## config.mk

```make
export PLATFORM = sky130hd
export DESIGN_NAME = channel_silence_jamming_detector_unit
export DESIGN_NICKNAME = d
export VERILOG_FILES = /design/src/rtl/core/csjd_pkg.sv /design/src/rtl/core/csjd_remdiv.sv /design/src/rtl/core/csjd_front.sv /design/src/rtl/core/csjd_queue.sv /design/src/rtl/core/csjd_back.sv /design/src/rtl/core/channel_silence_jamming_detector_unit.sv
export SDC_FILE = /design/constraint.sdc
export NUM_CORES = 1
export LEC_CHECK = 0
export BUFFER_PORTS_ARGS = -buffer_cell sky130_fd_sc_hd__buf_4
export CORE_MARGIN = 5
export CORE_UTILIZATION = 50
export DETAILED_ROUTE_END_ITERATION = 8
export PLACE_DENSITY = 0.69
export SKIP_LAST_GASP = 1
export SYNTH_ARGS = -nofsm -noshare
export SYNTH_HDL_FRONTEND = slang
export SYNTH_SLANG_ARGS = --single-unit
```

## constraint.sdc

```tcl
create_clock -name clk -period 18.84 [get_ports clk]
set_clock_uncertainty 0.05 [all_clocks]
set_input_delay 3.768 -clock clk [delete_from_list [all_inputs] [get_ports clk]]
set_output_delay 3.768 -clock clk [all_outputs]
set_load 0.005 [all_outputs]
```

## src/rtl/core/csjd_pkg.sv

```systemverilog
// csjd_pkg: shared types and constants for the channel silence / jamming detector.
// Used by csjd_front, csjd_remdiv, csjd_queue, csjd_back and the top level.
// No dependencies.
package csjd_pkg;

  localparam int NUM_CH      = 3;
  localparam int CH_IDX_W    = 2;
  localparam int OUT_CNT_W   = 16;
  localparam int TICK_W      = 16;
  localparam int STREAK_W    = 8;
  localparam int CHAN_W      = 6;
  localparam int QUEUE_DEPTH = 4;
  localparam int QPTR_W      = 2;
  localparam int QCNT_W      = 3;

  localparam logic [CHAN_W-1:0]   FIRST_CH         = 6'd37;
  localparam logic [CH_IDX_W-1:0] CH_IDX_NONE      = 2'd3;
  localparam logic [STREAK_W-1:0] STREAK_MAX       = 8'hFF;
  localparam logic [TICK_W-1:0]   WINDOW_TICKS_RST = 16'd10;
  localparam logic [STREAK_W-1:0] ALERT_AFTER_RST  = 8'd3;

  // input opcodes
  localparam logic OP_PACKET = 1'b0;
  localparam logic OP_TICK   = 1'b1;

  // result kinds
  localparam logic KIND_REPORT = 1'b0;
  localparam logic KIND_ALERT  = 1'b1;

  // register index (paddr[2])
  localparam logic REG_WINDOW_TICKS = 1'b0;
  localparam logic REG_ALERT_AFTER  = 1'b1;

  // one finished window: six counts plus which channels raise an alert
  typedef struct packed {
    logic [NUM_CH-1:0][OUT_CNT_W-1:0] valid_cnt;
    logic [NUM_CH-1:0][OUT_CNT_W-1:0] invalid_cnt;
    logic [NUM_CH-1:0]                alert;
  } win_t;

  // remainder unit status toward the front
  typedef struct packed {
    logic              busy;
    logic              done;
    logic [TICK_W-1:0] rem;
  } rem_stat_t;

endpackage

```

## src/rtl/core/csjd_remdiv.sv

```systemverilog
// csjd_remdiv: bit-serial restoring remainder, tick_count mod window_ticks.
// One quotient bit per cycle. Depends on csjd_pkg.
module csjd_remdiv (
  input  logic                         clk,
  input  logic                         rst_n,
  input  logic                         start,
  input  logic [csjd_pkg::TICK_W-1:0]  divisor,
  input  logic [csjd_pkg::TICK_W-1:0]  dividend,
  output csjd_pkg::rem_stat_t          stat
);

  logic                        busy_r;
  logic [3:0]                  bit_r;
  logic [csjd_pkg::TICK_W-1:0] div_r;
  logic [csjd_pkg::TICK_W-1:0] num_r;
  logic [csjd_pkg::TICK_W-1:0] rem_r;
  logic [csjd_pkg::TICK_W-1:0] rem_nxt;
  logic [csjd_pkg::TICK_W:0]   shifted;
  logic [csjd_pkg::TICK_W:0]   trial;

  always_comb begin
    shifted = {rem_r, num_r[bit_r]};
    trial   = shifted - {1'b0, div_r};
    if (shifted >= {1'b0, div_r}) begin
      rem_nxt = trial[csjd_pkg::TICK_W-1:0];
    end else begin
      rem_nxt = shifted[csjd_pkg::TICK_W-1:0];
    end
  end

  always_ff @(posedge clk) begin
    if (!rst_n) begin
      busy_r <= 1'b0;
      bit_r  <= '0;
    end else if (start) begin
      busy_r <= 1'b1;
      bit_r  <= 4'd15;
    end else if (busy_r) begin
      bit_r <= bit_r - 4'd1;
      if (bit_r == 4'd0) begin
        busy_r <= 1'b0;
      end
    end
  end

  always_ff @(posedge clk) begin
    if (start) begin
      div_r <= divisor;
      num_r <= dividend;
      rem_r <= '0;
    end else if (busy_r) begin
      rem_r <= rem_nxt;
    end
  end

  assign stat.busy = busy_r;
  assign stat.done = busy_r && (bit_r == 4'd0);
  assign stat.rem  = rem_nxt;

endmodule

```

## src/rtl/core/csjd_front.sv

```systemverilog
// csjd_front: accepts items, keeps packet counters, tick/window phase and streaks.
// Pushes one window record per window end. Depends on csjd_pkg.
module csjd_front #(
  parameter int COUNT_WIDTH = 16
) (
  input  logic                           clk,
  input  logic                           rst_n,
  input  logic                           in_valid,
  output logic                           in_stall,
  input  logic                           in_opcode,
  input  logic [1:0]                     in_channel_index,
  input  logic                           in_packet_valid,
  input  logic                           in_is_scanner,
  input  logic                           cfg_hold,
  input  logic [csjd_pkg::TICK_W-1:0]    window_ticks,
  input  logic [csjd_pkg::STREAK_W-1:0]  alert_after,
  input  csjd_pkg::rem_stat_t            rem,
  output logic [csjd_pkg::TICK_W-1:0]    tick_count,
  input  logic                           q_full,
  output logic                           q_push,
  output csjd_pkg::win_t                 q_data
);

  localparam logic [COUNT_WIDTH-1:0] CNT_MAX = '1;

  logic [COUNT_WIDTH-1:0]          vcnt_r   [csjd_pkg::NUM_CH];
  logic [COUNT_WIDTH-1:0]          vcnt_nxt [csjd_pkg::NUM_CH];
  logic [COUNT_WIDTH-1:0]          icnt_r   [csjd_pkg::NUM_CH];
  logic [COUNT_WIDTH-1:0]          icnt_nxt [csjd_pkg::NUM_CH];
  logic [csjd_pkg::STREAK_W-1:0]   streak_r   [csjd_pkg::NUM_CH];
  logic [csjd_pkg::STREAK_W-1:0]   streak_nxt [csjd_pkg::NUM_CH];
  logic [csjd_pkg::TICK_W-1:0]     tick_r, tick_nxt;
  logic [csjd_pkg::TICK_W-1:0]     phase_r, phase_nxt;
  logic                            accept;

  assign in_stall   = cfg_hold || rem.busy || q_full;
  assign accept     = in_valid && !in_stall;
  assign tick_count = tick_r;

  always_comb begin
    logic [csjd_pkg::TICK_W-1:0]   t_inc;
    logic [csjd_pkg::TICK_W-1:0]   ph_inc;
    logic [31:0]                   ext_v;
    logic [31:0]                   ext_i;
    logic [csjd_pkg::STREAK_W-1:0] s_inc;
    logic                          win_end;

    t_inc   = tick_r + 16'd1;
    ph_inc  = phase_r + 16'd1;
    win_end = 1'b0;
    ext_v   = '0;
    ext_i   = '0;
    s_inc   = '0;
    vcnt_nxt   = vcnt_r;
    icnt_nxt   = icnt_r;
    streak_nxt = streak_r;
    tick_nxt   = tick_r;
    phase_nxt  = phase_r;
    q_push     = 1'b0;
    q_data     = '0;

    if (accept) begin
      if (in_opcode == csjd_pkg::OP_PACKET) begin
        if (in_channel_index != csjd_pkg::CH_IDX_NONE) begin
          if (in_packet_valid) begin
            if (vcnt_r[in_channel_index] != CNT_MAX) begin
              vcnt_nxt[in_channel_index] = vcnt_r[in_channel_index] + COUNT_WIDTH'(1);
            end
          end else begin
            if (icnt_r[in_channel_index] != CNT_MAX) begin
              icnt_nxt[in_channel_index] = icnt_r[in_channel_index] + COUNT_WIDTH'(1);
            end
          end
        end
      end else if (!in_is_scanner) begin
        for (int i = 0; i < csjd_pkg::NUM_CH; i++) begin
          vcnt_nxt[i] = '0;
          icnt_nxt[i] = '0;
        end
        tick_nxt  = '0;
        phase_nxt = '0;
      end else begin
        tick_nxt = t_inc;
        // phase tracks tick_count mod window_ticks; the wrap to zero is a multiple too
        if (t_inc == '0 || ph_inc == window_ticks) begin
          phase_nxt = '0;
        end else begin
          phase_nxt = ph_inc;
        end
        win_end = (t_inc != '0) && (window_ticks != '0) && (ph_inc == window_ticks);
        if (win_end) begin
          q_push = 1'b1;
          for (int i = 0; i < csjd_pkg::NUM_CH; i++) begin
            ext_v = 32'(vcnt_r[i]);
            ext_i = 32'(icnt_r[i]);
            q_data.valid_cnt[i]   = ext_v[csjd_pkg::OUT_CNT_W-1:0];
            q_data.invalid_cnt[i] = ext_i[csjd_pkg::OUT_CNT_W-1:0];
            if (vcnt_r[i] == '0) begin
              s_inc = (streak_r[i] == csjd_pkg::STREAK_MAX) ? streak_r[i]
                                                           : streak_r[i] + 8'd1;
              streak_nxt[i]   = s_inc;
              q_data.alert[i] = (s_inc > alert_after);
            end else begin
              streak_nxt[i] = '0;
            end
            vcnt_nxt[i] = '0;
            icnt_nxt[i] = '0;
          end
        end
      end
    end

    if (rem.done) begin
      phase_nxt = rem.rem;
    end
  end

  always_ff @(posedge clk) begin
    if (!rst_n) begin
      for (int i = 0; i < csjd_pkg::NUM_CH; i++) begin
        vcnt_r[i]   <= '0;
        icnt_r[i]   <= '0;
        streak_r[i] <= '0;
      end
      tick_r  <= '0;
      phase_r <= '0;
    end else begin
      vcnt_r   <= vcnt_nxt;
      icnt_r   <= icnt_nxt;
      streak_r <= streak_nxt;
      tick_r   <= tick_nxt;
      phase_r  <= phase_nxt;
    end
  end

endmodule

```

## src/rtl/core/csjd_queue.sv

```systemverilog
// csjd_queue: short FIFO of window records between front and back.
// Register based, QUEUE_DEPTH entries. Depends on csjd_pkg.
module csjd_queue (
  input  logic           clk,
  input  logic           rst_n,
  input  logic           push,
  input  csjd_pkg::win_t push_data,
  input  logic           pop,
  output csjd_pkg::win_t head,
  output logic           empty,
  output logic           full
);

  csjd_pkg::win_t                mem_r [csjd_pkg::QUEUE_DEPTH];
  logic [csjd_pkg::QPTR_W-1:0]   wr_ptr_r;
  logic [csjd_pkg::QPTR_W-1:0]   rd_ptr_r;
  logic [csjd_pkg::QCNT_W-1:0]   cnt_r;

  assign empty = (cnt_r == '0);
  assign full  = (cnt_r == csjd_pkg::QCNT_W'(csjd_pkg::QUEUE_DEPTH));
  assign head  = mem_r[rd_ptr_r];

  always_ff @(posedge clk) begin
    if (!rst_n) begin
      wr_ptr_r <= '0;
      rd_ptr_r <= '0;
      cnt_r    <= '0;
    end else begin
      if (push) begin
        wr_ptr_r <= wr_ptr_r + csjd_pkg::QPTR_W'(1);
      end
      if (pop) begin
        rd_ptr_r <= rd_ptr_r + csjd_pkg::QPTR_W'(1);
      end
      if (push && !pop) begin
        cnt_r <= cnt_r + csjd_pkg::QCNT_W'(1);
      end else if (pop && !push) begin
        cnt_r <= cnt_r - csjd_pkg::QCNT_W'(1);
      end
    end
  end

  always_ff @(posedge clk) begin
    if (push) begin
      mem_r[wr_ptr_r] <= push_data;
    end
  end

endmodule

```

## src/rtl/core/csjd_back.sv

```systemverilog
// csjd_back: turns each window record into a report followed by its alerts.
// Drives the registered result channel. Depends on csjd_pkg.
module csjd_back (
  input  logic                          clk,
  input  logic                          rst_n,
  input  csjd_pkg::win_t                head,
  input  logic                          q_empty,
  output logic                          q_pop,
  output logic                          out_valid,
  input  logic                          out_stall,
  output logic                          out_result_kind,
  output logic [csjd_pkg::OUT_CNT_W-1:0] out_valid_count_a,
  output logic [csjd_pkg::OUT_CNT_W-1:0] out_valid_count_b,
  output logic [csjd_pkg::OUT_CNT_W-1:0] out_valid_count_c,
  output logic [csjd_pkg::OUT_CNT_W-1:0] out_invalid_count_a,
  output logic [csjd_pkg::OUT_CNT_W-1:0] out_invalid_count_b,
  output logic [csjd_pkg::OUT_CNT_W-1:0] out_invalid_count_c,
  output logic [csjd_pkg::CHAN_W-1:0]   out_alert_channel,
  output logic                          out_last_result
);

  logic                           out_valid_r;
  logic                           kind_r;
  logic [csjd_pkg::NUM_CH-1:0][csjd_pkg::OUT_CNT_W-1:0] vcnt_r;
  logic [csjd_pkg::NUM_CH-1:0][csjd_pkg::OUT_CNT_W-1:0] icnt_r;
  logic [csjd_pkg::CHAN_W-1:0]    chan_r;
  logic                           last_r;
  logic                           rep_sent_r;
  logic [csjd_pkg::NUM_CH-1:0]    done_r;

  logic [csjd_pkg::NUM_CH-1:0]    remain;
  logic [csjd_pkg::NUM_CH-1:0]    sel;
  logic [csjd_pkg::CHAN_W-1:0]    sel_chan;
  logic                           nxt_kind;
  logic                           nxt_last;
  logic                           load;

  always_comb begin
    remain = head.alert & ~done_r;
    if (remain[0]) begin
      sel      = 3'b001;
      sel_chan = csjd_pkg::FIRST_CH;
    end else if (remain[1]) begin
      sel      = 3'b010;
      sel_chan = csjd_pkg::FIRST_CH + 6'd1;
    end else begin
      sel      = 3'b100;
      sel_chan = csjd_pkg::FIRST_CH + 6'd2;
    end
    if (!rep_sent_r) begin
      nxt_kind = csjd_pkg::KIND_REPORT;
      nxt_last = (head.alert == '0);
    end else begin
      nxt_kind = csjd_pkg::KIND_ALERT;
      nxt_last = ((remain & ~sel) == '0);
    end
  end

  assign load  = !q_empty && (!out_valid_r || !out_stall);
  assign q_pop = load && nxt_last;

  always_ff @(posedge clk) begin
    if (!rst_n) begin
      out_valid_r <= 1'b0;
      rep_sent_r  <= 1'b0;
      done_r      <= '0;
    end else if (load) begin
      out_valid_r <= 1'b1;
      if (nxt_last) begin
        rep_sent_r <= 1'b0;
        done_r     <= '0;
      end else if (!rep_sent_r) begin
        rep_sent_r <= 1'b1;
      end else begin
        done_r <= done_r | sel;
      end
    end else if (out_valid_r && !out_stall) begin
      out_valid_r <= 1'b0;
    end
  end

  always_ff @(posedge clk) begin
    if (load) begin
      kind_r <= nxt_kind;
      last_r <= nxt_last;
      if (nxt_kind == csjd_pkg::KIND_REPORT) begin
        vcnt_r <= head.valid_cnt;
        icnt_r <= head.invalid_cnt;
        chan_r <= '0;
      end else begin
        vcnt_r <= '0;
        icnt_r <= '0;
        chan_r <= sel_chan;
      end
    end
  end

  assign out_valid           = out_valid_r;
  assign out_result_kind     = kind_r;
  assign out_valid_count_a   = vcnt_r[0];
  assign out_valid_count_b   = vcnt_r[1];
  assign out_valid_count_c   = vcnt_r[2];
  assign out_invalid_count_a = icnt_r[0];
  assign out_invalid_count_b = icnt_r[1];
  assign out_invalid_count_c = icnt_r[2];
  assign out_alert_channel   = chan_r;
  assign out_last_result     = last_r;

endmodule

```

## src/rtl/core/channel_silence_jamming_detector_unit.sv

```systemverilog
// channel_silence_jamming_detector_unit: top level, config registers and wiring.
// Depends on csjd_pkg, csjd_remdiv, csjd_front, csjd_queue, csjd_back.
//
// Usage:
//   Input channel (in_valid/in_stall): packet items (opcode 0) bump the valid or
//   invalid counter of a channel; tick items (opcode 1) with in_is_scanner advance
//   the window, others restart it. One item is taken per cycle while in_stall is low.
//   Result channel (out_valid/out_stall): at each window end one report with
//   the six counts, then one alert per jammed channel in order 37, 38, 39;
//   last_result marks the final result of that tick.
//   A window-ending tick's record passes through the window queue into the result
//   registers; results then follow one per cycle while the receiver does not stall.
//   A four-entry window queue sits between intake and result output; intake
//   also stalls while that queue holds four windows.
//   Writing window_ticks starts a bit-serial remainder of the tick counter;
//   input stalls during the write and while the remainder runs.
//   Reset: window_ticks 10, alert_after 3, all counts, streaks and the tick
//   counter zero; no results pending.
//   APB: window_ticks at 0x0, alert_after at 0x4; pready is always high.
module channel_silence_jamming_detector_unit #(
  parameter int COUNT_WIDTH = 16
) (
  input  logic                          clk,
  input  logic                          rst_n,
  input  logic                          in_valid,
  output logic                          in_stall,
  input  logic                          in_opcode,
  input  logic [1:0]                    in_channel_index,
  input  logic                          in_packet_valid,
  input  logic                          in_is_scanner,
  output logic                          out_valid,
  input  logic                          out_stall,
  output logic                          out_result_kind,
  output logic [15:0]                   out_valid_count_a,
  output logic [15:0]                   out_valid_count_b,
  output logic [15:0]                   out_valid_count_c,
  output logic [15:0]                   out_invalid_count_a,
  output logic [15:0]                   out_invalid_count_b,
  output logic [15:0]                   out_invalid_count_c,
  output logic [5:0]                    out_alert_channel,
  output logic                          out_last_result,
  input  logic                          cfg_psel,
  input  logic                          cfg_penable,
  input  logic                          cfg_pwrite,
  input  logic [2:0]                    cfg_paddr,
  input  logic [31:0]                   cfg_pwdata,
  output logic [31:0]                   cfg_prdata,
  output logic                          cfg_pready
);

  logic [csjd_pkg::TICK_W-1:0]   window_ticks_r;
  logic [csjd_pkg::STREAK_W-1:0] alert_after_r;
  logic                          cfg_wr;
  logic                          rem_start;
  logic [csjd_pkg::TICK_W-1:0]   tick_count;
  csjd_pkg::rem_stat_t           rem_stat;
  logic                          q_push;
  logic                          q_pop;
  logic                          q_empty;
  logic                          q_full;
  csjd_pkg::win_t                q_in;
  csjd_pkg::win_t                q_head;

  assign cfg_pready = 1'b1;
  assign cfg_wr     = cfg_psel && cfg_penable && cfg_pwrite;
  assign rem_start  = cfg_wr && (cfg_paddr[2] == csjd_pkg::REG_WINDOW_TICKS);

  always_ff @(posedge clk) begin
    if (!rst_n) begin
      window_ticks_r <= csjd_pkg::WINDOW_TICKS_RST;
      alert_after_r  <= csjd_pkg::ALERT_AFTER_RST;
    end else if (cfg_wr) begin
      unique case (cfg_paddr[2])
        csjd_pkg::REG_WINDOW_TICKS: window_ticks_r <= cfg_pwdata[15:0];
        csjd_pkg::REG_ALERT_AFTER:  alert_after_r  <= cfg_pwdata[7:0];
        default: ;
      endcase
    end
  end

  always_comb begin
    unique case (cfg_paddr[2])
      csjd_pkg::REG_WINDOW_TICKS: cfg_prdata = {16'h0000, window_ticks_r};
      csjd_pkg::REG_ALERT_AFTER:  cfg_prdata = {24'h000000, alert_after_r};
      default:                    cfg_prdata = '0;
    endcase
  end

  csjd_remdiv u_remdiv (
    .clk      (clk),
    .rst_n    (rst_n),
    .start    (rem_start),
    .divisor  (cfg_pwdata[15:0]),
    .dividend (tick_count),
    .stat     (rem_stat)
  );

  csjd_front #(
    .COUNT_WIDTH (COUNT_WIDTH)
  ) u_front (
    .clk              (clk),
    .rst_n            (rst_n),
    .in_valid         (in_valid),
    .in_stall         (in_stall),
    .in_opcode        (in_opcode),
    .in_channel_index (in_channel_index),
    .in_packet_valid  (in_packet_valid),
    .in_is_scanner    (in_is_scanner),
    .cfg_hold         (cfg_wr),
    .window_ticks     (window_ticks_r),
    .alert_after      (alert_after_r),
    .rem              (rem_stat),
    .tick_count       (tick_count),
    .q_full           (q_full),
    .q_push           (q_push),
    .q_data           (q_in)
  );

  csjd_queue u_queue (
    .clk       (clk),
    .rst_n     (rst_n),
    .push      (q_push),
    .push_data (q_in),
    .pop       (q_pop),
    .head      (q_head),
    .empty     (q_empty),
    .full      (q_full)
  );

  csjd_back u_back (
    .clk                 (clk),
    .rst_n               (rst_n),
    .head                (q_head),
    .q_empty             (q_empty),
    .q_pop               (q_pop),
    .out_valid           (out_valid),
    .out_stall           (out_stall),
    .out_result_kind     (out_result_kind),
    .out_valid_count_a   (out_valid_count_a),
    .out_valid_count_b   (out_valid_count_b),
    .out_valid_count_c   (out_valid_count_c),
    .out_invalid_count_a (out_invalid_count_a),
    .out_invalid_count_b (out_invalid_count_b),
    .out_invalid_count_c (out_invalid_count_c),
    .out_alert_channel   (out_alert_channel),
    .out_last_result     (out_last_result)
  );

endmodule
```

Word-level counts from Yosys, hierarchy flattened. Memories as Yosys holds them, arrays and structs flattened. A register that Yosys moved wholly into a read port is not among the register bits. Index checks and enable logic that the tools add are counted.

Register bits: 345. Bits in latches: 0. Memory bits (writable): 396. Bits in read-only memories: 0. Output and inout bits: 139. Logic and storage cells: 194. Memories kept: 1.

$add $sub $neg: 13. Multipliers: 0. Divide/modulo/power cells: 0. Magnitude comparators: 7. Eq/ne operators: 10. Shift-type cells: 0. Muxes and demuxes: 69. Bitwise gates (word level): 8. Reduce and logical (&&, ||, !) cells: 52.

Memory list: u_queue.mem_r (words 4, bits a word 99, read ports 1, clocked after memory_dff 1, write ports 1, line csjd_queue.sv:14) `csjd_pkg::win_t mem_r [csjd_pkg::QUEUE_DEPTH];`.

Operator list (number): $mux W48 (10); $mux W99 (4); $mux W16 (12); $bwmux W48 (2); $add A16 B1 Y16 const B (4); $bmux W16 S2 (2); $logic_not A16 Y1 (4); $pmux W32 S2 (1); $mux W8 (6); $demux W16 S2 (1); $ne A16 B16 Y1 const B (2); $reduce_bool A16 Y1 (2); $add A8 B1 Y8 const B (3); $eq A8 B8 Y1 const B (3); $gt A8 B8 Y1 (3); $reduce_bool A2 Y1 (10); $mux W1 (19); $mux W3 (6); $ge A17 B16 Y1 (1); $eq A16 B16 Y1 (1); $sub A16 B16 Y16 (1); $logic_and A1 B1 Y1 (13); $reduce_and A2 Y1 (5); $reduce_and A5 Y1 (2); 25 further kinds (42).

Logic depth before layout (Yosys ltp). Gate-level depths: netlist of the first run.

Depth in word-level cells: 12. Mapped depth: 17. Depth with buffers taken out: 14.

By module. A second synthesis of the first run with hierarchy kept.

Cell total of the unflattened synthesis: 2578. Area total of the unflattened synthesis: 33897.5 um^2.

By module, submodules not included: csjd_queue (instances 1, cells each 560, area an instance 14695.3 um^2); csjd_front (instances 1, cells each 1320, area an instance 10522.6 um^2); csjd_back (instances 1, cells each 246, area an instance 4073.9 um^2); csjd_remdiv (instances 1, cells each 316, area an instance 3343.2 um^2); channel_silence_jamming_detector_unit (instances 1, cells each 136, area an instance 1262.5 um^2).

Worst setup path before layout of the first run. No wires, ideal clock.

Path kind: input port to flip-flop. From: input port out_stall. To: register u_queue.cnt_r[2] (netlist bit). Library setup time: 70 ps. Data arrival time: 10443 ps. Required time: 18720 ps. Path slack: 8276 ps. Stages: 10. Path buffers: 0. Cell sequence: a21oi_1 > nor2b_1 > nor2b_1 > inv_1 > ha_1 > inv_1 > fa_1 > xor2_1 > or3_1 > a21oi_1.

Longest elaborated chain between the ends: 7. Elaborated cells on any way between the ends: 9.

RTL lines: start: declaration (line channel_silence_jamming_detector_unit.sv:32) `input logic out_stall,`; $logic_not A1 Y1 * (line csjd_back.sv:59) `assign load = !q_empty && (!out_valid_r || !out_stall);`; $logic_or A1 B1 Y1 * (line csjd_back.sv:59); $logic_and A1 B1 Y1 * (line csjd_back.sv:59); $logic_and A1 B1 Y1 * (line csjd_back.sv:60) `assign q_pop = load && nxt_last;`; $logic_not A1 Y1 (line csjd_queue.sv:35) `if (push && !pop) begin`; $logic_and A1 B1 Y1 (line csjd_queue.sv:35); $mux W3 / $reduce_bool A2 Y1 (equally long branches); end signal: assignment (line csjd_queue.sv:36) `cnt_r <= cnt_r + csjd_pkg::QCNT_W'(1);`; end signal: assignment (line csjd_queue.sv:38) `cnt_r <= cnt_r - csjd_pkg::QCNT_W'(1);`; end: declaration (line csjd_queue.sv:17) `logic [csjd_pkg::QCNT_W-1:0] cnt_r;`.

Mark *: on every way between the ends. The rest lies on a longest branch, timed or not. A chain may end at the register's enable or synchronous reset.

Final worst setup path of the first run.
From: input port cfg_pwrite. To: output port in_stall.

Longest elaborated chain between the ends: 3.

RTL lines: start: declaration (line channel_silence_jamming_detector_unit.sv:44) `input logic cfg_pwrite,`; $logic_and A1 B1 Y1 (line channel_silence_jamming_detector_unit.sv:65) `assign cfg_wr = cfg_psel && cfg_penable && cfg_pwrite;`; $logic_or A1 B1 Y1 (2 in a row) (line csjd_front.sv:36) `assign in_stall = cfg_hold || rem.busy || q_full;`; end: declaration (line channel_silence_jamming_detector_unit.sv:26) `output logic in_stall,`.

Every way passes these cells.

==> results of run 1 <==
flip-flops by register name (all words and copies together) (netlist names), 24 cells and up, named ones only:
name and count:
u_front.vcnt_r 48, u_queue.mem_r 396, u_front.streak_r 24, u_front.icnt_r 48
cell usage in the layout, fill, tap and decap left out, types with 62 or more instances in the layout:
master	instances
sky130_fd_sc_hd__o21ai_0	86
sky130_fd_sc_hd__dfxtp_1	208
sky130_fd_sc_hd__edfxtp_1	529
sky130_fd_sc_hd__a21oi_1	126
sky130_fd_sc_hd__nor2_1	160
sky130_fd_sc_hd__and2_1	119
sky130_fd_sc_hd__mux4_2	103
sky130_fd_sc_hd__clkbuf_16	79
sky130_fd_sc_hd__mux2i_1	62
sky130_fd_sc_hd__nor2b_1	122
sky130_fd_sc_hd__nand2_1	208
sky130_fd_sc_hd__buf_4	171
critical path: stages:
cell	delay, ps
sky130_fd_sc_hd__buf_4	110
sky130_fd_sc_hd__and3_1	220
sky130_fd_sc_hd__nor3_1	250
sky130_fd_sc_hd__inv_1	70
sky130_fd_sc_hd__buf_4	140
routing by layer:
metal	share of wire	routed length, um	GRT usage
met5	0	0	0
met1	0.41	32600	0.283
met2	0.52	40900	0.384
met3	0.049	3850	0.0325
met4	0.022	1760	0.0622
cells by family (layout without fill, tap and decap cells):
group                      count (synthesis)  after routing  share of synthesized area
and+or+nand+nor                          856            856                      0.136
DFF                                      740            740                      0.610
AOI/OAI and AO/OA                        440            440                     0.0905
buffers and inverters                    209            372                     0.0300
muxes                                    178            178                     0.0936
xor gates and xnor gates                  68             68                     0.0189
adders and majority gates                 55             55                     0.0213
other                                      2             19                   0.000228
path summary, 6_finish.rpt:
kind	startpoint	to	slack (ps)	depth (start not counted)
setup / recovery	cfg_pwrite	in_stall	10460	5
hold / removal	u_back.done_r[1]	u_back.done_r[1]	420	2
setup reg to reg	u_remdiv.busy_r	u_queue.mem_r[1][81]	13350	8
hold reg to reg	u_back.done_r[1]	u_back.done_r[1]	420	2
cell type report:
class / instances / share of cell area
repair buffers: 171 / 0.0343
clock inverters: 38 / 0.0133
flip-flops and latches: 740 / 0.538
inverters: 56 / 0.00562
multi-input cells: 1616 / 0.320
clock buffers: 107 / 0.0599
well taps: 864 / 0.0289
report_power, final:
group	internal [uW]	switching, uW	total [uW]	leakage [uW]
sequential	1740	17.3	1760	0.00689
combinational	81.1	134	215	0.00470
clock	944	656	1600	0.00134
total	2760	807	3570	0.0129
per-stage QoR:
step                instance area [um^2]  utilization  instances  hold WS [ps]
global placement                   34700        0.528       3447           388
detailed placement                 34700        0.528       3447           405
floorplan                          33000            -       2565           356
global route                       37400        0.570       3592           449
CTS                                37400        0.570       3592           419
finish                             37400        0.570       3592           420
==> flow_results.xml, run 1 <==
<?xml version="1.0" encoding="UTF-8"?>
<metrics>
  <group name="clock_network">
    <metric name="ctsResizeCount" unit="">0</metric>
    <metric name="ctsHtreeMaxLevel" unit="">3</metric>
    <metric name="clock_sinks" unit="">740</metric>
    <metric name="clkTransAtPathRegs" unit="ps">60</metric>
    <metric name="cts_inserted_buffers" unit="">79</metric>
    <metric name="cts.hold.buffers_added" unit="">0</metric>
    <metric name="tritoncts" unit="">yes</metric>
    <metric name="postCtsSetupBuffers" unit="">0</metric>
    <metric name="clock_path_buffers" unit="">3</metric>
    <metric name="root_buffer" unit="">sky130_fd_sc_hd__clkbuf_16</metric>
    <metric name="insertion_delay" unit="ps">640</metric>
  </group>
  <group name="route">
    <metric name="routedWlPerCell" unit="um">22.0</metric>
    <metric name="route.antenna.remaining_nets" unit="">0</metric>
    <metric name="detail_route.wirelength" unit="um">79100</metric>
    <metric name="routed_via_density" unit="">5.87</metric>
    <metric name="detail_route.first_pass.iterations" unit="">5</metric>
    <metric name="first_iter_violations" unit="">1611</metric>
    <metric name="drc_errors" unit="">0</metric>
    <metric name="vias" unit="">21100</metric>
  </group>
  <group name="layout">
    <metric name="area.growth.synth_to_final" unit="%">13.5</metric>
    <metric name="multi_input_comb_area" unit="um^2">12000</metric>
    <metric name="final-seq-area" unit="um^2">20100</metric>
    <metric name="post_route_cells_drive_above_1_share" unit="">0.169</metric>
    <metric name="antenna_cells" unit="">0</metric>
    <metric name="fillCellCount" unit="">5266</metric>
    <metric name="nNetsFinal" unit="">2766</metric>
  </group>
  <group name="critical_path">
    <metric name="worst_ep_arrival_time" unit="ps">4560</metric>
    <metric name="timing.critical_path.fanout_max" unit="">5</metric>
    <metric name="path_class" unit="">in -&gt; out</metric>
    <metric name="critical_path_required" unit="ps">15020</metric>
    <metric name="critPathCaptureType" unit="">primary output</metric>
    <metric name="cp-start-kind" unit="">primary input</metric>
  </group>
  <group name="synthesis">
    <metric name="synth_largest_type_area_fraction" unit="">0.482</metric>
    <metric name="synth_area_leader_cell" unit="">sky130_fd_sc_hd__edfxtp_1</metric>
    <metric name="yosys_warnings" unit="">0</metric>
    <metric name="synth.avg_cell_area" unit="um^2">12.9</metric>
    <metric name="post_synth_most_frequent_cells" unit="">sky130_fd_sc_hd__edfxtp_1 (529), sky130_fd_sc_hd__dfxtp_1 (211), sky130_fd_sc_hd__nand2_1 (208)</metric>
    <metric name="netlist_top_cells_area" unit="">sky130_fd_sc_hd__edfxtp_1 (48%), sky130_fd_sc_hd__dfxtp_1 (13%), sky130_fd_sc_hd__mux4_2 (7.0%), sky130_fd_sc_hd__nand2_1 (2.4%), sky130_fd_sc_hd__and2_1 (2.3%)</metric>
    <metric name="yosysSeqAreaShare" unit="">0.610</metric>
    <metric name="synth_area" unit="um^2">33000</metric>
    <metric name="ys_types" unit="">96</metric>
    <metric name="synth_flop_cell" unit="">sky130_fd_sc_hd__edfxtp_1</metric>
    <metric name="synthCells" unit="">2548</metric>
    <metric name="post-synth-top-count-cell" unit="">sky130_fd_sc_hd__edfxtp_1</metric>
    <metric name="yosys_register_bits" unit="">740</metric>
    <metric name="synth_edf_count" unit="">529</metric>
    <metric name="synthArstFlopShare" unit="">0</metric>
  </group>
  <group name="floorplanning">
    <metric name="io-pin-count" unit="">186</metric>
    <metric name="fp.coreArea" unit="um^2">65600</metric>
    <metric name="number_of_rows_created_at_floorplan" unit="">94</metric>
    <metric name="die_w" unit="um">267</metric>
    <metric name="dieHeight" unit="um">267</metric>
    <metric name="floorplan.initialDensity" unit="">0.502</metric>
    <metric name="floorplan.die_area" unit="um^2">71200</metric>
  </group>
  <group name="sta">
    <metric name="setup_repair_after_global_routing_missed_its_margin" unit="">no</metric>
    <metric name="fmaxAchievable" unit="MHz">119</metric>
    <metric name="layout_worst_path_cycle_share" unit="">0.445</metric>
    <metric name="layout_setup_ws" unit="ps">10460</metric>
    <metric name="timing.max_slew.rel_slack" unit="">0.182</metric>
    <metric name="final.min_clock_period" unit="ps">8380</metric>
    <metric name="worst_slew_pin_slew" unit="ps">1220</metric>
    <metric name="drv_slew" unit="">0</metric>
    <metric name="final_layout_setup_total_negative_slack" unit="ps">0</metric>
    <metric name="report.final.setup_viol" unit="">0</metric>
    <metric name="hold_violations" unit="">0</metric>
  </group>
  <group name="place">
    <metric name="finalWeightedCongestion" unit="">0.911</metric>
    <metric name="placement.io_buffers" unit="">148</metric>
    <metric name="detailed_place_hpwl" unit="um">52500</metric>
    <metric name="detailedPlace.worstSlack" unit="ps">9990</metric>
  </group>
  <group name="worst_hold_path">
    <metric name="hold_class" unit="">reg -&gt; reg</metric>
  </group>
  <group name="outcome">
    <metric name="status" unit="">finished clean</metric>
  </group>
  <group name="global_route">
    <metric name="grt_pass1_wl" unit="um">122000</metric>
    <metric name="number_of_global_route_vias_before_repair" unit="">21100</metric>
    <metric name="grt_start_max_net_pins" unit="">101</metric>
    <metric name="global_route.overflow_total" unit="">0</metric>
    <metric name="total_routing_resource_utilization_after_global_routing" unit="">0.218</metric>
    <metric name="antenna_found_initial" unit="">1</metric>
  </group>
  <group name="power">
    <metric name="worst_ir_drop_vdd" unit="mV">0.0684</metric>
    <metric name="power_density" unit="nW/um^2">95.4</metric>
    <metric name="power.static_leakage" unit="uW">0.0129</metric>
    <metric name="report.power.total" unit="uW">3570</metric>
  </group>
  <group name="job">
    <metric name="maximum_capacitance_violations" unit="">0</metric>
  </group>
</metrics>
Note: power is estimated with default switching activity, not from simulation.
==> run 2: changes to the inputs <==
--- a/config.mk
+++ b/config.mk
@@ -5,11 +5,12 @@
 export SDC_FILE = /design/constraint.sdc
 export NUM_CORES = 1
 export LEC_CHECK = 0
+export ABC_AREA = 1
 export BUFFER_PORTS_ARGS = -buffer_cell sky130_fd_sc_hd__buf_4
 export CORE_MARGIN = 5
 export CORE_UTILIZATION = 50
 export DETAILED_ROUTE_END_ITERATION = 8
-export PLACE_DENSITY = 0.69
+export PLACE_DENSITY = 0.72
 export SKIP_LAST_GASP = 1
 export SYNTH_ARGS = -nofsm -noshare
 export SYNTH_HDL_FRONTEND = slang
==> constraint.sdc (replaced) <==
create_clock -name clk -period 7.7 [get_ports clk]
set_clock_uncertainty 0.05 [all_clocks]
set_input_delay 1.54 -clock clk [delete_from_list [all_inputs] [get_ports clk]]
set_output_delay 1.54 -clock clk [all_outputs]
set_load 0.005 [all_outputs]
==> run 2 against run 1 <==
Register-to-register slack got worse by 10000 ps. Sequential power rose by 140%. Wire length rose by 2.4%. Final cell count rose by 26%. Synthesized cell count rose by 39%. Non-clock buffer count rose by 2. First-iteration DRC count rose by 39%. Critical path type is now in -> reg. Highest routed layer unchanged.
==> flow_results.xml, run 2 <==
<?xml version="1.0" encoding="UTF-8"?>
<metrics>
  <group name="outcome">
    <metric name="status" unit="">finished clean</metric>
  </group>
  <group name="synthesis">
    <metric name="netlist_top_cells_area" unit="">sky130_fd_sc_hd__edfxtp_1 (47%), sky130_fd_sc_hd__dfxtp_1 (13%), sky130_fd_sc_hd__nor2_1 (7.0%), sky130_fd_sc_hd__o21ai_0 (5.2%), sky130_fd_sc_hd__nand2_1 (5.0%)</metric>
    <metric name="post_synth_most_frequent_cells" unit="">sky130_fd_sc_hd__nor2_1 (626), sky130_fd_sc_hd__edfxtp_1 (529), sky130_fd_sc_hd__nand2_1 (447)</metric>
    <metric name="yosysSeqAreaShare" unit="">0.600</metric>
    <metric name="synthArstFlopShare" unit="">0</metric>
    <metric name="synth_area_leader_cell" unit="">sky130_fd_sc_hd__edfxtp_1</metric>
    <metric name="synth_flop_cell" unit="">sky130_fd_sc_hd__edfxtp_1</metric>
    <metric name="simple_gate_share_of_the_synthesized_area" unit="">0.179</metric>
    <metric name="synthAdderAreaFrac" unit="">0.0210</metric>
    <metric name="synth_xor_xnor_area_share" unit="">0.0132</metric>
    <metric name="synth_edf_count" unit="">529</metric>
    <metric name="combinational_family_with_the_most_area_after_synthesis" unit="">simple AND/OR/NAND/NOR gates</metric>
    <metric name="synth.avg_cell_area" unit="um^2">9.49</metric>
    <metric name="synthCells" unit="">3530</metric>
    <metric name="yosys-mux-area-fraction" unit="">0</metric>
    <metric name="yosys_register_bits" unit="">740</metric>
    <metric name="synth_largest_type_area_fraction" unit="">0.474</metric>
    <metric name="ys_types" unit="">58</metric>
    <metric name="synth_area" unit="um^2">33500</metric>
    <metric name="synth_compound_area_frac" unit="">0.118</metric>
    <metric name="post-synth-top-count-cell" unit="">sky130_fd_sc_hd__nor2_1</metric>
    <metric name="yosys_warnings" unit="">0</metric>
  </group>
  <group name="clock_network">
    <metric name="insertion_delay" unit="ps">630</metric>
    <metric name="postCtsSetupBuffers" unit="">0</metric>
    <metric name="root_buffer" unit="">sky130_fd_sc_hd__clkbuf_16</metric>
    <metric name="tritoncts" unit="">yes</metric>
    <metric name="cts_inserted_buffers" unit="">78</metric>
    <metric name="clkTransAtPathRegs" unit="ps">60</metric>
    <metric name="ctsHtreeMaxLevel" unit="">3</metric>
    <metric name="ctsResizeCount" unit="">0</metric>
    <metric name="clock_path_buffers" unit="">3</metric>
    <metric name="clock_sinks" unit="">740</metric>
    <metric name="cts.hold.buffers_added" unit="">0</metric>
  </group>
  <group name="global_route">
    <metric name="global_route.overflow_total" unit="">0</metric>
    <metric name="grt_pass1_wl" unit="um">127000</metric>
    <metric name="grt_use_met3" unit="">0.0372</metric>
    <metric name="grt_start_max_net_pins" unit="">106</metric>
    <metric name="gr-max-usage-layer" unit="">met2</metric>
    <metric name="number_of_global_route_vias_before_repair" unit="">23500</metric>
    <metric name="total_routing_resource_utilization_after_global_routing" unit="">0.218</metric>
    <metric name="antenna_found_initial" unit="">2</metric>
    <metric name="grt.met2_usage" unit="">0.368</metric>
    <metric name="grt_util_met1" unit="">0.295</metric>
  </group>
  <group name="power">
    <metric name="p_int" unit="uW">6530</metric>
    <metric name="switching_share" unit="">0.231</metric>
    <metric name="power_density" unit="nW/um^2">226</metric>
    <metric name="worst_ir_drop_vdd" unit="mV">0.142</metric>
    <metric name="pwr-share-clk" unit="">0.428</metric>
    <metric name="power.static_leakage" unit="uW">0.0136</metric>
    <metric name="switching_power" unit="uW">1970</metric>
    <metric name="power.combinational.fraction" unit="">0.068</metric>
    <metric name="power_frac_seq" unit="">0.504</metric>
  </group>
  <group name="place">
    <metric name="detailed_place_hpwl" unit="um">50400</metric>
    <metric name="finalWeightedCongestion" unit="">0.943</metric>
    <metric name="dpl.cell_count" unit="">4394</metric>
    <metric name="placement.io_buffers" unit="">148</metric>
  </group>
  <group name="layout">
    <metric name="fillCellCount" unit="">5739</metric>
    <metric name="most_frequent_standard_cell_in_the_layout_excluding_fill_and_tap_cells" unit="">sky130_fd_sc_hd__nor2_1</metric>
    <metric name="area.growth.synth_to_final" unit="%">12.1</metric>
    <metric name="post_layout_nonfiller_instances" unit="">4537</metric>
    <metric name="post_route_cells_drive_above_1_share" unit="">0.0969</metric>
    <metric name="biggest_register" unit="">u_queue.mem_r</metric>
    <metric name="layout_top_registers" unit="">u_queue.mem_r (396), u_front.icnt_r (48), u_front.vcnt_r (48)</metric>
    <metric name="nNetsFinal" unit="">3703</metric>
    <metric name="largest_register_ff_count" unit="">396</metric>
    <metric name="most-common-layout-cells" unit="">sky130_fd_sc_hd__nor2_1 (617), sky130_fd_sc_hd__edfxtp_1 (529), sky130_fd_sc_hd__nand2_1 (446)</metric>
  </group>
  <group name="sta">
    <metric name="final_layout_setup_total_negative_slack" unit="ps">0</metric>
    <metric name="report.final.setup_viol" unit="">0</metric>
    <metric name="fmaxAchievable" unit="MHz">193</metric>
    <metric name="final.min_clock_period" unit="ps">5170</metric>
    <metric name="setup_repair_after_global_routing_missed_its_margin" unit="">no</metric>
    <metric name="layout_worst_path_cycle_share" unit="">0.671</metric>
    <metric name="drv_slew" unit="">0</metric>
    <metric name="timing.max_slew.rel_slack" unit="">0.142</metric>
    <metric name="hold_violations" unit="">0</metric>
    <metric name="worst_slew_pin_slew" unit="ps">1280</metric>
  </group>
  <group name="job">
    <metric name="maximum_capacitance_violations" unit="">0</metric>
  </group>
  <group name="route">
    <metric name="drc_errors" unit="">0</metric>
    <metric name="routedWlPerCell" unit="um">17.9</metric>
    <metric name="route.antenna.remaining_nets" unit="">0</metric>
    <metric name="detail_route.wirelength" unit="um">81000</metric>
    <metric name="vias" unit="">25000</metric>
    <metric name="detail_route.first_pass.iterations" unit="">5</metric>
    <metric name="first_iter_violations" unit="">2235</metric>
    <metric name="routed_via_density" unit="">5.51</metric>
  </group>
  <group name="critical_path">
    <metric name="critical_path_required" unit="ps">8190</metric>
    <metric name="timing.critical_path.fanout_max" unit="">49</metric>
    <metric name="path_class" unit="">in -&gt; reg</metric>
    <metric name="worst_ep_arrival_time" unit="ps">5650</metric>
    <metric name="cp-start-kind" unit="">primary input</metric>
    <metric name="critPathCaptureType" unit="">register</metric>
  </group>
  <group name="worst_hold_path">
    <metric name="hold_class" unit="">reg -&gt; reg</metric>
  </group>
  <group name="floorplanning">
    <metric name="floorplan.die_area" unit="um^2">72300</metric>
    <metric name="die_w" unit="um">269</metric>
    <metric name="io-pin-count" unit="">186</metric>
    <metric name="fp.coreArea" unit="um^2">66800</metric>
    <metric name="dieHeight" unit="um">269</metric>
    <metric name="number_of_rows_created_at_floorplan" unit="">95</metric>
    <metric name="floorplan.initialDensity" unit="">0.502</metric>
  </group>
</metrics>
-- run 2: cell count changes after synthesis, sizes merged, moves of 103 or more --
cell	before	now
a21oi	128	332
and2	123	1
inv	56	341
mux4	103	0
nand2	208	457
nand4	37	152
nor2	160	647
nor2b	123	0
o21ai	88	351
-- run 2: worst max-delay path, stage by stage --
cell,delay (ps)
sky130_fd_sc_hd__buf_4,170
sky130_fd_sc_hd__inv_4,140
sky130_fd_sc_hd__nor2_4,420
sky130_fd_sc_hd__inv_1,320
sky130_fd_sc_hd__o21ai_1,330
sky130_fd_sc_hd__ha_1,260
sky130_fd_sc_hd__inv_1,50
sky130_fd_sc_hd__nor2_1,190
sky130_fd_sc_hd__nand4_1,230
sky130_fd_sc_hd__nor2_1,230
sky130_fd_sc_hd__nand4_1,150
sky130_fd_sc_hd__nand2_1,100
sky130_fd_sc_hd__nand2_2,560
sky130_fd_sc_hd__nand4_2,680
sky130_fd_sc_hd__nand2_1,110
sky130_fd_sc_hd__a21oi_1,170
-- run 2: cells by family (layout without fill, tap and decap cells) --
group	after synthesis	count (layout)
DFF	740	740
AOI/OAI and AO/OA	750	750
xor gates and xnor gates	49	49
and+or+nand+nor	1390	1390
buffers and inverters	544	660
adders and majority gates	55	55
other	2	20
-- run 2: final timing paths --
check	startpoint	end	slack, ps	cells past startpoint
max	in_channel_index[1]	u_front.icnt_r[28]	2530	16
max reg2reg	u_front.phase_r[0]	u_queue.cnt_r[2]	2970	21
min reg2reg	u_back.done_r[0]	u_back.done_r[0]	400	2
min	u_back.done_r[0]	u_back.done_r[0]	400	2
-- run 2: power by group through the flow --
stage / clock network [uW] / registers (uW) / logic (uW)
after CTS: 3690 / 4280 / 569
after detailed placement: 0 / 4370 / 564
after global routing: 3870 / 4290 / 643
after floorplan: 0 / 4360 / 426
after global placement: 0 / 4370 / 560
final: 3640 / 4280 / 575
-- run 2: metrics by stage --
stage	area, um^2	util	total power [uW]	setup slack, ps	hold slack [ps]
final	37600	0.563	8500	2530	400
after floorplan	33600	-	4790	49.3	374
after CTS	37600	0.563	8540	2620	399
after detailed placement	35100	0.525	4930	2070	388
after global placement	35100	0.525	4930	2120	385
after global routing	37600	0.563	8800	2220	417
-- run 2: metal layers --
layer  share of wire  vias up
met2            0.49      911
met5               0        -
met4           0.024        0
li1                -    12200
met1            0.42    11800
met3           0.070      120
-- run 2: layout make-up --
type,instances,area [um^2],share of cell area
antenna,1,2.50,0.0000666
clock buffer,105,2100,0.0560
clock inverter,37,375,0.00999
inverter,345,1300,0.0347
multi-input combinational,2263,11300,0.300
sequential,740,20100,0.535
tap,873,1090,0.0291
timing repair buffer,173,1320,0.0352
